==> config.mk <==
export PLATFORM = sky130hd
export DESIGN_NAME = line_draw_into_bitmap_core
export DESIGN_NICKNAME = d
export VERILOG_FILES = /design/src/rtl/ldb_pkg.sv /design/src/rtl/ldb_ram.sv /design/src/rtl/ldb_ctrl.sv /design/src/rtl/ldb_datapath.sv /design/src/rtl/line_draw_into_bitmap_core.sv
export SDC_FILE = /design/constraint.sdc
export NUM_CORES = 2
export LEC_CHECK = 0
export BUFFER_PORTS_ARGS = -buffer_cell sky130_fd_sc_hd__buf_2
export CAP_MARGIN = 0
export CELL_PAD_IN_SITES_DETAIL_PLACEMENT = 2
export CELL_PAD_IN_SITES_GLOBAL_PLACEMENT = 2
export CORE_MARGIN = 3
export CORE_UTILIZATION = 41
export CTS_BUF_LIST = sky130_fd_sc_hd__clkbuf_2 sky130_fd_sc_hd__clkbuf_4 sky130_fd_sc_hd__clkbuf_8
export DETAILED_ROUTE_END_ITERATION = 8
export PLACE_DENSITY_LB_ADDON = 0.1
export SLEW_MARGIN = 20
export SYNTH_ARGS = -nofsm -noshare
export SYNTH_HDL_FRONTEND = slang
export SYNTH_HIERARCHICAL = 1
export SYNTH_SLANG_ARGS = --single-unit
export TNS_END_PERCENT = 50
==> constraint.sdc <==
create_clock -name i_clk -period 16.88 [get_ports i_clk]
set_clock_uncertainty 0.05 [all_clocks]
set_input_delay 1.688 -clock i_clk [delete_from_list [all_inputs] [get_ports i_clk]]
set_output_delay 1.688 -clock i_clk [all_outputs]
set_load 0.05 [all_outputs]
==> src/rtl/ldb_pkg.sv <==
`timescale 1ns / 1ps

package ldb_pkg;

    localparam logic [1:0] OP_DRAW  = 2'd0;
    localparam logic [1:0] OP_CLEAR = 2'd1;
    localparam logic [1:0] OP_READ  = 2'd2;

    typedef struct packed {
        logic load;
        logic out_clear;
        logic clr_init;
        logic clr_step;
        logic rd_pix;
        logic px_write;
        logic rd_byte;
        logic out_load;
    } t_cmd;

    typedef struct packed {
        logic line_done;
        logic clr_last;
    } t_status;

endpackage

==> src/rtl/ldb_ram.sv <==
`timescale 1ns / 1ps

module ldb_ram #(
    parameter int WIDTH = 8,
    parameter int DEPTH = 408,
    parameter int AW    = (DEPTH > 1) ? $clog2(DEPTH) : 1
) (
    input  logic             i_clk,
    input  logic             i_we,
    input  logic [AW-1:0]    i_waddr,
    input  logic [WIDTH-1:0] i_wdata,
    input  logic             i_re,
    input  logic [AW-1:0]    i_raddr,
    output logic [WIDTH-1:0] o_rdata
);

    logic [WIDTH-1:0] r_mem [DEPTH];
    logic [WIDTH-1:0] r_rdata;

    always_ff @(posedge i_clk) begin
        if (i_we) begin
            r_mem[i_waddr] <= i_wdata;
        end
        if (i_re) begin
            r_rdata <= r_mem[i_raddr];
        end
    end

    assign o_rdata = r_rdata;

endmodule

==> src/rtl/ldb_ctrl.sv <==
`timescale 1ns / 1ps

module ldb_ctrl
    import ldb_pkg::*;
(
    input  logic       i_clk,
    input  logic       i_rst_n,
    input  logic       i_s_valid,
    output logic       o_s_ready,
    input  logic [1:0] i_op,
    output logic       o_m_valid,
    input  logic       i_m_ready,
    output t_cmd       o_cmd,
    input  t_status    i_status
);

    localparam logic [2:0] S_IDLE   = 3'd0;
    localparam logic [2:0] S_CLEAR  = 3'd1;
    localparam logic [2:0] S_LREAD  = 3'd2;
    localparam logic [2:0] S_LWRITE = 3'd3;
    localparam logic [2:0] S_RREAD  = 3'd4;
    localparam logic [2:0] S_RDATA  = 3'd5;
    localparam logic [2:0] S_RESULT = 3'd6;

    logic [2:0] r_state;
    logic [2:0] n_state;
    logic       r_report;
    logic       n_report;

    always_comb begin
        n_state  = r_state;
        n_report = r_report;
        o_cmd    = '0;
        case (r_state)
            S_IDLE: begin
                if (i_s_valid) begin
                    o_cmd.load      = 1'b1;
                    o_cmd.out_clear = 1'b1;
                    case (i_op)
                        OP_DRAW: begin
                            n_state = S_LREAD;
                        end
                        OP_CLEAR: begin
                            o_cmd.clr_init = 1'b1;
                            n_report       = 1'b1;
                            n_state        = S_CLEAR;
                        end
                        OP_READ: begin
                            n_state = S_RREAD;
                        end
                        default: begin
                            n_state = S_RESULT;
                        end
                    endcase
                end
            end
            S_CLEAR: begin
                o_cmd.clr_step = 1'b1;
                if (i_status.clr_last) begin
                    n_state  = r_report ? S_RESULT : S_IDLE;
                    n_report = 1'b0;
                end
            end
            S_LREAD: begin
                if (i_status.line_done) begin
                    n_state = S_RESULT;
                end else begin
                    o_cmd.rd_pix = 1'b1;
                    n_state      = S_LWRITE;
                end
            end
            S_LWRITE: begin
                o_cmd.px_write = 1'b1;
                n_state        = S_LREAD;
            end
            S_RREAD: begin
                o_cmd.rd_byte = 1'b1;
                n_state       = S_RDATA;
            end
            S_RDATA: begin
                o_cmd.out_load = 1'b1;
                n_state        = S_RESULT;
            end
            S_RESULT: begin
                if (i_m_ready) begin
                    n_state = S_IDLE;
                end
            end
            default: begin
                n_state = S_IDLE;
            end
        endcase
    end

    always_ff @(posedge i_clk) begin
        if (!i_rst_n) begin
            r_state  <= S_CLEAR;
            r_report <= 1'b0;
        end else begin
            r_state  <= n_state;
            r_report <= n_report;
        end
    end

    assign o_s_ready = (r_state == S_IDLE);
    assign o_m_valid = (r_state == S_RESULT);

endmodule

==> src/rtl/ldb_datapath.sv <==
`timescale 1ns / 1ps

module ldb_datapath
    import ldb_pkg::*;
#(
    parameter int SCREEN_COLS = 48,
    parameter int SCREEN_ROWS = 68
) (
    input  logic       i_clk,
    input  logic       i_rst_n,
    input  t_cmd       i_cmd,
    output t_status    o_status,
    input  logic [7:0] i_x_start,
    input  logic [7:0] i_y_start,
    input  logic [7:0] i_x_end,
    input  logic [7:0] i_y_end,
    input  logic       i_pixel_on,
    input  logic [8:0] i_byte_index,
    output logic [7:0] o_read_data
);

    localparam int ROW_BYTES   = (SCREEN_COLS + 7) / 8;
    localparam int STORE_BYTES = ROW_BYTES * SCREEN_ROWS;
    localparam int AW          = (STORE_BYTES > 1) ? $clog2(STORE_BYTES) : 1;

    logic [7:0]    r_x;
    logic [7:0]    r_y;
    logic [7:0]    r_cnt;
    logic [7:0]    r_len_major;
    logic [7:0]    r_len_minor;
    logic [7:0]    r_rem;
    logic          r_x_major;
    logic          r_xneg;
    logic          r_yneg;
    logic          r_on;
    logic [8:0]    r_byte_idx;
    logic [AW-1:0] r_clr_cnt;
    logic [7:0]    r_out;

    logic [7:0]    w_lx;
    logic [7:0]    w_ly;
    logic [8:0]    w_sum;
    logic          w_carry;
    logic          w_visible;
    logic [31:0]   w_pix_full;
    logic [AW-1:0] w_pix_addr;
    logic          w_byte_ok;
    logic [AW-1:0] w_byte_addr;
    logic [7:0]    w_mask;
    logic [7:0]    w_rdata;
    logic [7:0]    w_mod;
    logic          w_we;
    logic [AW-1:0] w_waddr;
    logic [7:0]    w_wdata;
    logic          w_re;
    logic [AW-1:0] w_raddr;

    assign w_lx = (i_x_end < i_x_start) ? (i_x_start - i_x_end) : (i_x_end - i_x_start);
    assign w_ly = (i_y_end < i_y_start) ? (i_y_start - i_y_end) : (i_y_end - i_y_start);

    assign w_sum   = {1'b0, r_rem} + {1'b0, r_len_minor};
    assign w_carry = (w_sum >= {1'b0, r_len_major});

    assign w_visible  = (32'(r_x) < SCREEN_COLS) && (32'(r_y) < SCREEN_ROWS);
    assign w_pix_full = 32'(r_y) * ROW_BYTES + 32'(r_x[7:3]);
    assign w_pix_addr = w_visible ? w_pix_full[AW-1:0] : '0;

    assign w_byte_ok   = (32'(r_byte_idx) < STORE_BYTES);
    assign w_byte_addr = w_byte_ok ? AW'(r_byte_idx) : '0;

    assign w_mask = 8'd1 << r_x[2:0];
    assign w_mod  = r_on ? (w_rdata | w_mask) : (w_rdata & ~w_mask);

    assign w_we    = i_cmd.clr_step | (i_cmd.px_write & w_visible);
    assign w_waddr = i_cmd.clr_step ? r_clr_cnt : w_pix_addr;
    assign w_wdata = i_cmd.clr_step ? 8'd0 : w_mod;
    assign w_re    = i_cmd.rd_pix | i_cmd.rd_byte;
    assign w_raddr = i_cmd.rd_byte ? w_byte_addr : w_pix_addr;

    ldb_ram #(
        .WIDTH (8),
        .DEPTH (STORE_BYTES),
        .AW    (AW)
    ) u_store (
        .i_clk   (i_clk),
        .i_we    (w_we),
        .i_waddr (w_waddr),
        .i_wdata (w_wdata),
        .i_re    (w_re),
        .i_raddr (w_raddr),
        .o_rdata (w_rdata)
    );

    always_ff @(posedge i_clk) begin
        if (i_cmd.load) begin
            r_x        <= i_x_start;
            r_y        <= i_y_start;
            r_cnt      <= 8'd0;
            r_rem      <= 8'd0;
            r_xneg     <= (i_x_end < i_x_start);
            r_yneg     <= (i_y_end < i_y_start);
            r_on       <= i_pixel_on;
            r_byte_idx <= i_byte_index;
            r_x_major  <= (w_lx >= w_ly);
            if (w_lx >= w_ly) begin
                r_len_major <= w_lx;
                r_len_minor <= w_ly;
            end else begin
                r_len_major <= w_ly;
                r_len_minor <= w_lx;
            end
        end else if (i_cmd.px_write) begin
            r_cnt <= r_cnt + 8'd1;
            r_rem <= w_carry ? 8'(w_sum - {1'b0, r_len_major}) : w_sum[7:0];
            if (r_x_major || w_carry) begin
                r_x <= r_xneg ? (r_x - 8'd1) : (r_x + 8'd1);
            end
            if (!r_x_major || w_carry) begin
                r_y <= r_yneg ? (r_y - 8'd1) : (r_y + 8'd1);
            end
        end
    end

    always_ff @(posedge i_clk) begin
        if (!i_rst_n) begin
            r_clr_cnt <= '0;
        end else if (i_cmd.clr_init) begin
            r_clr_cnt <= '0;
        end else if (i_cmd.clr_step) begin
            r_clr_cnt <= o_status.clr_last ? '0 : (r_clr_cnt + AW'(1));
        end
    end

    always_ff @(posedge i_clk) begin
        if (i_cmd.out_clear) begin
            r_out <= 8'd0;
        end else if (i_cmd.out_load) begin
            r_out <= w_byte_ok ? w_rdata : 8'd0;
        end
    end

    assign o_status.line_done = (r_cnt == r_len_major);
    assign o_status.clr_last  = (r_clr_cnt == AW'(STORE_BYTES - 1));
    assign o_read_data        = r_out;

endmodule

==> src/rtl/line_draw_into_bitmap_core.sv <==
`timescale 1ns / 1ps

// One-bit-per-pixel frame store with a line drawing engine.
// The slave channel takes one command per transaction: the opcode travels in
// s_axis_tuser and the line coordinates, pixel value and byte index in
// s_axis_tdata. Every command returns exactly one transaction on the master
// channel carrying one byte: the stored byte for a read, zero otherwise.
// Commands are handled one at a time; s_axis_tready stays low from the
// accepted transaction until its result has been taken.
// A command occupies the block from its accepting cycle to the cycle in which
// its result is taken. A line is drawn pixel by pixel along its major axis,
// each pixel being a read and then a read-modify-write on the single write
// port of the frame store. A byte read reads the store and then loads the
// output register; an unused opcode goes straight to its result. A clear
// zeroes all SCREEN_ROWS * ceil(SCREEN_COLS / 8) store bytes (408 with the
// default geometry), one store byte per cycle. After reset the same clearing
// pass runs, during which no command is accepted. When the receiver stalls,
// the result is held in the output register and no new command is accepted
// until it has been taken.

module line_draw_into_bitmap_core
    import ldb_pkg::*;
#(
    parameter int SCREEN_COLS = 48,
    parameter int SCREEN_ROWS = 68
) (
    input  logic        i_clk,
    input  logic        i_rst_n,
    input  logic        s_axis_tvalid,
    output logic        s_axis_tready,
    // x_start[7:0], y_start[15:8], x_end[23:16], y_end[31:24],
    // pixel_on[32], byte_index[41:33], zero padding[47:42]
    input  logic [47:0] s_axis_tdata,
    // op[1:0]
    input  logic [1:0]  s_axis_tuser,
    output logic        m_axis_tvalid,
    input  logic        m_axis_tready,
    // read_data[7:0]
    output logic [7:0]  m_axis_tdata
);

    t_cmd    w_cmd;
    t_status w_status;

    ldb_ctrl u_ctrl (
        .i_clk     (i_clk),
        .i_rst_n   (i_rst_n),
        .i_s_valid (s_axis_tvalid),
        .o_s_ready (s_axis_tready),
        .i_op      (s_axis_tuser),
        .o_m_valid (m_axis_tvalid),
        .i_m_ready (m_axis_tready),
        .o_cmd     (w_cmd),
        .i_status  (w_status)
    );

    ldb_datapath #(
        .SCREEN_COLS (SCREEN_COLS),
        .SCREEN_ROWS (SCREEN_ROWS)
    ) u_datapath (
        .i_clk        (i_clk),
        .i_rst_n      (i_rst_n),
        .i_cmd        (w_cmd),
        .o_status     (w_status),
        .i_x_start    (s_axis_tdata[7:0]),
        .i_y_start    (s_axis_tdata[15:8]),
        .i_x_end      (s_axis_tdata[23:16]),
        .i_y_end      (s_axis_tdata[31:24]),
        .i_pixel_on   (s_axis_tdata[32]),
        .i_byte_index (s_axis_tdata[41:33]),
        .o_read_data  (m_axis_tdata)
    );

endmodule

# Word-level counts from Yosys, hierarchy flattened
# Memory sizes are Yosys's and may differ from the RTL's. A register that Yosys moved wholly into a read port is not among the register bits.
# Index checks and enable logic that the tools add are counted.
totals:
  register_bits: 82
  mem_bits_rw: 3264
  inputBits: 54
  out_inout_bits: 10
  elab_cells: 117
  mem_count: 1
mem_list:
  columns: ["name", "depth", "word_bits", "read_ports", "rd_clocked_by_memory_dff", "write_ports", "line_no", "source"]
  rows:
  - ["u_datapath.u_store.r_mem", 408, 8, 1, 1, 1, "ldb_ram.sv:17", "logic [WIDTH-1:0] r_mem [DEPTH];"]
op_classes:
  addsub: 13
  multipliers: 1
  order_cmp: 7
  n_eq_ne: 14
  n_shift: 1
  n_mux: 43
  bitwise: 7
  n_reduce_logical: 15
ops:
  columns: ["operator", "n"]
  rows:
  - ["8-bit 2-to-1 mux", 16]
  - ["9-bit 2-to-1 mux", 5]
  - ["8-bit subtractor", 5]
  - ["8-bit by 1-bit adder with 8-bit output, second input constant", 3]
  - ["3-bit 2-to-1 mux", 7]
  - ["3-bit one-hot mux with 7 select lines", 1]
  - ["8-bit less-than comparator", 2]
  - ["8-bit by 1-bit subtractor with 8-bit output, second input constant", 2]
  - ["1-bit 2-to-1 mux", 12]
  - ["8-bit by 8-bit adder with 9-bit output", 1]
  - ["9-bit by 1-bit adder with 9-bit output, second input constant", 1]
  - ["9-bit by 5-bit adder with 9-bit output", 1]
  - ["3-bit equality test, second input constant", 3]
  - ["9-bit equality test, second input constant", 1]
  - ["9-bit by 8-bit >= comparator with 1-bit output", 1]
  - ["9-bit less-than comparator, second input constant", 1]
  - ["3-bit one-hot mux with 3 select lines", 1]
  - ["8-bit bitwise AND", 1]
  - ["8-bit equality test", 1]
  - ["8-bit >= comparator", 1]
  - ["8-bit by 6-bit less-than comparator with 1-bit output, second input constant", 1]
  - ["8-bit by 7-bit less-than comparator with 1-bit output, second input constant", 1]
  - ["8-bit by 2-bit multiplier with 8-bit output, second input constant", 1]
  - ["8-bit inverter", 1]
  - ["22 further kinds", 31]

# Longest topological paths before layout
logic_depth:
  depth_word: 6
  mapped_depth: 21
  ltp_nobuf: 17

# Modules after synthesis
# The synthesis kept the hierarchy.
modules_own_cells:
  columns: ["mod", "n_inst", "cells_per_inst", "area_each_um2", "seq_area_each_um2"]
  rows:
  - ["ldb_ram", 1, 6053, 127668.7, 98254.2]
  - ["ldb_datapath", 1, 768, 6844.1, 2011.9]
  - ["ldb_ctrl", 1, 47, 382.9, 80.1]

# Worst setup path before layout
# OpenSTA, ideal clock, no wires.
synth_path:
  path_kind: "register -> register"
  from: "register u_ctrl.r_state[1]"
  to: "memory u_datapath.u_store.r_mem[0][0] (data pin)"
  setup_ps: 2093
  arrival_time_ps: 10426
  required_ps: 14737
  path_slack_ps: 4310
  path_stages_with_launch: 7
  n_path_buf: 2
  period_less_slack_ps: 12570
  path_cell_list: "dfxtp_1 > nor2_1 > nand2_1 > inv_1 > clkbuf_1 > clkbuf_1 > nor2_1"
synth_rtl:
  columns: ["item", "line_no", "source"]
  rows:
  - ["start, declared", "ldb_ctrl.sv:25", "logic [2:0] r_state;"]
  - ["start signal, assigned", "ldb_ctrl.sv:100", "r_state <= n_state;"]
  - ["end, declared", "ldb_ram.sv:17", null]

# Final worst setup path
layout_path:
  from: "register u_datapath.r_y[5]"
  to: "register u_datapath.u_store.r_rdata[1], in the netlist u_datapath/u_store/o_rdata[1] (read register of u_datapath.u_store.r_mem) (data pin)"
layout_between:
  elab_chain_cells: 4
  word_cells_on_any_way: 6
  cone_classes: "add/sub: 1; mul: 1; order compare: 1; mux: 2; reduce/logical: 1"
layout_lines:
  columns: ["item", "line_no", "source"]
  rows:
  - ["start, declared", "ldb_datapath.sv:27", "logic [7:0] r_y;"]
  - ["start signal, assigned", "ldb_datapath.sv:97", "r_y <= i_y_start;"]
  - ["start signal, assigned", "ldb_datapath.sv:119", "r_y <= r_yneg ? (r_y - 8'd1) : (r_y + 8'd1);"]
  - ["8-bit by 7-bit less-than comparator with 1-bit output", "ldb_datapath.sv:64", "assign w_visible = (32'(r_x) < SCREEN_COLS) && (32'(r_y) < SCREEN_ROWS);"]
  - ["1-bit logical AND", "ldb_datapath.sv:64", null]
  - ["9-bit 2-to-1 mux", "ldb_datapath.sv:66", "assign w_pix_addr = w_visible ? w_pix_full[AW-1:0] : '0;"]
  - ["9-bit 2-to-1 mux", "ldb_datapath.sv:78", "assign w_raddr = i_cmd.rd_byte ? w_byte_addr : w_pix_addr;"]
  - ["net u_datapath.w_raddr[0]", "ldb_datapath.sv:56", "logic [AW-1:0] w_raddr;"]
  - ["end, declared", "ldb_ram.sv:18", "logic [WIDTH-1:0] r_rdata;"]
# The timed path passes the listed nets, and every way through them passes these cells.
# A chain may end at the register's enable or synchronous reset.

==> results.rst <==
.. list-table::
   :header-rows: 1

   * - Metric
     - Value
   * - Result of the run
     - completed
   * - Final setup violation count
     - 0
   * - Gate Count Post-Synth
     - approximately 7k
   * - Pins over their slew limit
     - 0
   * - Slew at the pin closest to its max-slew limit
     - between 1 and 1.5 ns
   * - Post-route ant nets
     - 0
   * - Net Count, Synth
     - roughly 7.0k
   * - Clock share of power
     - a little over two fifths
   * - Nets
     - approximately 7.4k
   * - Register bit count reported by yosys
     - 3354
   * - Area inside the core boundary
     - between 0.3 and 0.4 mm2
   * - Type of the tightest min-delay check
     - register to register
   * - Worst skew pair latency
     - 1.18 ns
   * - CP Data Required Time
     - approximately 18 ns
   * - Total number of yosys warnings
     - 6
   * - Number of buffers added on ports
     - 57
   * - Post-synthesis sequential area ratio
     - between 70% and 80%
   * - Sequential power share
     - 54.6%
   * - Most common library cells after synthesis
     - 3317 x sky130_fd_sc_hd__edfxtp_1, 707 x sky130_fd_sc_hd__mux4_2, 530 x sky130_fd_sc_hd__nor2_1
   * - Count of different cell masters after synthesis
     - just over 90
   * - Fraction of layout cells with a size suffix above 1
     - 25.1%
   * - CTS sink count
     - ~3.4k
   * - Class of the most critical setup path
     - register to register
   * - Leak Pwr
     - 42.9 nW
   * - CTS tree
     - done
   * - GRT overflow
     - 0
   * - Vias in the first global route
     - around 77k
   * - Number of setup buffers added after CTS
     - 0
   * - R2R Setup Slk
     - between 9 and 10 ns
   * - Global placer's final weighted congestion
     - between 0.7 and 0.8
   * - Post-Place Setup Slack
     - around 8.9 ns
   * - Clock Root Buffer
     - sky130_fd_sc_hd__clkbuf_8
   * - Most common cell in the synthesized netlist
     - sky130_fd_sc_hd__edfxtp_1
   * - Number of antenna violations at the first check in global routing
     - 35
   * - Number of gates given a new drive strength after cts
     - 0
   * - Number of levels in the clock H-tree
     - 6
   * - Violation count after the first detailed-routing iteration
     - roughly 7.3k
   * - Die extent in x
     - between 500 and 600 um
   * - Detailed Route WL
     - approximately 440000 um
   * - Top-level I/O count
     - 64
   * - Topmost layer with routed signal wires
     - met4
   * - Pwr dens
     - about 110 mW/mm2
   * - Time the worst path needs with I/O delays and setup
     - 7.82 ns
   * - Number of remaining DRC errors
     - 0
   * - Highest fanout seen on the critical path
     - 40
   * - Number of enable flip-flop cells after synthesis
     - ~3.3k
   * - Setup TNS
     - 0 ns
   * - Mean post-synth cell area
     - between 15 and 20 um2
   * - Num CTS Buffers
     - 581
   * - Final hold violation count
     - 0
   * - Switching Power
     - roughly 3.6 mW
   * - Global Route Usage Sum
     - approximately a quarter
   * - DR vias/cell
     - 5.96
   * - Yosys top cell area share
     - between 70% and 80%
   * - Share of total power in combinational logic
     - 1.6%
   * - Internal power
     - roughly 13 mW
   * - Prevailing post-synth register cell
     - sky130_fd_sc_hd__edfxtp_1
   * - Slew margin rel.
     - between 10% and 20%
   * - Detailed route wirelength on metal3
     - around 25000 um
   * - Met2 routed WL
     - roughly 220000 um
   * - Starting density of the core
     - 41.4%
   * - Fraction of registers with async set/reset
     - 0%
   * - Count of maximum capacitance violations
     - 0
   * - Cell area after synthesis
     - 0.135 mm2
   * - Crit end category
     - register
   * - RSZ-0062 raised after global routing
     - no
   * - Synth top area cells
     - sky130_fd_sc_hd__edfxtp_1 74%, sky130_fd_sc_hd__mux4_2 12%, sky130_fd_sc_hd__mux2i_1 2.6%
   * - Via count
     - around 70k
   * - Routed length per instance
     - between 30 and 40 um
   * - Area added between synthesis and finish
     - 11.8%
   * - Die height
     - 580 um
   * - Switching Fraction
     - 21.8%
   * - Crit path DAT
     - slightly below 9 ns
   * - Met1 wire length
     - between 150000 and 200000 um
   * - CTS Buffer Depth
     - 4
   * - Maximum number of pins on one net before global-route repair
     - roughly 190
   * - Clock transition at the registers of the reported paths
     - around 0.060 ns
   * - Detailed placement HPWL
     - between 200000 and 300000 um
   * - Max IR drop VDD
     - approximately 0.084 mV
   * - Timing-limited maximum frequency
     - approximately 130 MHz
   * - DR pass1 iterations
     - 6
   * - Die Area
     - around 0.34 mm2
   * - Post-CTS Hold Fix Bufs
     - 0
   * - Share of the cycle needed by the critical path after routing
     - a little under half
   * - Filler instances
     - slightly below 30k
   * - Final Worst Setup Slack
     - 9.06 ns
   * - Cell type contributing the most total cell area after synthesis
     - sky130_fd_sc_hd__edfxtp_1
   * - First-pass GRT wire length
     - ~610000 um
   * - Type of element launching the critical path
     - register
   * - Core Rows
     - roughly 210
layout make-up:
class	count	area, um2	share of cell area [%]
Antenna cell	11	27.5	0.0182
Clock buffer	795	9670	6.41
Clock inverter	228	1420	0.942
Inverter	92	353	0.234
Multi-Input combinational cell	3018	31800	21.1
Sequential cell	3354	100000	66.5
Tap cell	4325	5410	3.59
Timing Repair Buffer	236	1830	1.21
power groups by stage:
stage                     logic, mW  clock network [mW]  registers [mW]
after global placement        0.253                   0            9.22
after detailed placement      0.259                   0            9.22
after global routing          0.282                7.80            9.04
after floorplan               0.154                   0            9.22
final                         0.260                7.25            9.04
after CTS                     0.262                7.45            9.04
flip-flops by register name, summed over array words and instances, names as in the netlist:
| signal | flops |
|---|---|
| u_ctrl/r_report | 1 |
| u_ctrl/r_state | 3 |
| u_datapath/o_read_data | 8 |
| u_datapath/r_byte_idx | 9 |
| u_datapath/r_clr_cnt | 9 |
| u_datapath/r_cnt | 8 |
| u_datapath/r_len_major | 8 |
| u_datapath/r_len_minor | 8 |
| u_datapath/r_on | 1 |
| u_datapath/r_rem | 8 |
| u_datapath/r_x | 8 |
| u_datapath/r_x_major | 1 |
| u_datapath/r_xneg | 1 |
| u_datapath/r_y | 8 |
| u_datapath/r_yneg | 1 |
| u_datapath/u_store/o_rdata | 8 |
| u_datapath/u_store/r_mem | 3264 |
stage by stage:
step	total power, mW	cell area (um2)	util [%]	hold slack, ns	cells
after floorplan	9.38	135000	-	0.383	6868
after global placement	9.47	140000	42.9	0.394	11000
after detailed placement	9.48	140000	42.9	0.412	11000
after CTS	16.8	151000	46.3	0.424	12000
after global routing	17.1	151000	46.3	0.452	12100
final	16.6	151000	46.3	0.416	12100
metal layers:
metal | vias to the layer above | global-route usage (%)
met4 | 0 | 7.71
met5 | - | 0
met3 | 617 | 3.90
li1 | 29100 | -
met1 | 39500 | 35.3
met2 | 2605 | 43.0
critical path, stage by stage, from the launching register on:
cell and delay, ns:
sky130_fd_sc_hd__edfxtp_1 0.44, sky130_fd_sc_hd__inv_1 0.09, sky130_fd_sc_hd__ha_1 0.18, sky130_fd_sc_hd__inv_1 0.06, sky130_fd_sc_hd__o21ai_0 0.17, sky130_fd_sc_hd__a221oi_2 0.59, sky130_fd_sc_hd__nand2_1 0.27, sky130_fd_sc_hd__o21ai_4 0.19
sky130_fd_sc_hd__buf_4 0.54, sky130_fd_sc_hd__buf_4 0.76, sky130_fd_sc_hd__buf_4 0.70, sky130_fd_sc_hd__buf_4 0.68, sky130_fd_sc_hd__mux2i_1 0.21, sky130_fd_sc_hd__o221ai_1 0.38, sky130_fd_sc_hd__a21oi_1 0.25, sky130_fd_sc_hd__a2111oi_1 0.37
sky130_fd_sc_hd__buf_4 0.21, sky130_fd_sc_hd__nand3_1 0.13, sky130_fd_sc_hd__nor3_1 0.79, sky130_fd_sc_hd__a211o_1 0.39
kinds of logic after synthesis:
logic type	share of synthesized area (%)
buf+inv	2.31
fa+ha+maj	0.946
xor+xnor	0.382
simple gates	3.57
mux	14.8
flops	74.4
compound gates	3.62
path summary, 6_finish.rpt:
path	startpoint	end	cells past startpoint
worst max-delay path	u_datapath/r_y[5]$_DFFE_PP_	u_datapath/u_store/o_rdata[1]$_DFFE_PP_	19
worst min-delay path	u_ctrl/r_report$_SDFFE_PN0P_	u_ctrl/r_report$_SDFFE_PN0P_	1
worst max register to register	u_datapath/r_y[5]$_DFFE_PP_	u_datapath/u_store/o_rdata[1]$_DFFE_PP_	19
worst min register to register	u_ctrl/r_report$_SDFFE_PN0P_	u_ctrl/r_report$_SDFFE_PN0P_	1
placed cells by master, fill, tap and decap left out, types with 57 or more instances in the layout:
master	Yosys	layout
sky130_fd_sc_hd__edfxtp_1	3317	3317
sky130_fd_sc_hd__mux4_2	707	707
sky130_fd_sc_hd__clkbuf_8	1	592
sky130_fd_sc_hd__nor2_1	530	516
sky130_fd_sc_hd__mux2i_1	344	344
sky130_fd_sc_hd__clkbuf_4	3	203
sky130_fd_sc_hd__nand2_1	192	178
sky130_fd_sc_hd__buf_4	30	161
sky130_fd_sc_hd__clkinv_1	1	138
sky130_fd_sc_hd__a21oi_1	125	125
sky130_fd_sc_hd__o22ai_1	109	109
sky130_fd_sc_hd__inv_1	89	88
sky130_fd_sc_hd__ha_1	86	86
sky130_fd_sc_hd__o21ai_0	89	80
sky130_fd_sc_hd__nand3_1	76	72
sky130_fd_sc_hd__a22oi_1	72	72
sky130_fd_sc_hd__a211oi_1	63	63
sky130_fd_sc_hd__o221ai_1	60	60
sky130_fd_sc_hd__nor3_1	58	58
sky130_fd_sc_hd__buf_2	95	57
Power figures use the tool's default switching activity.
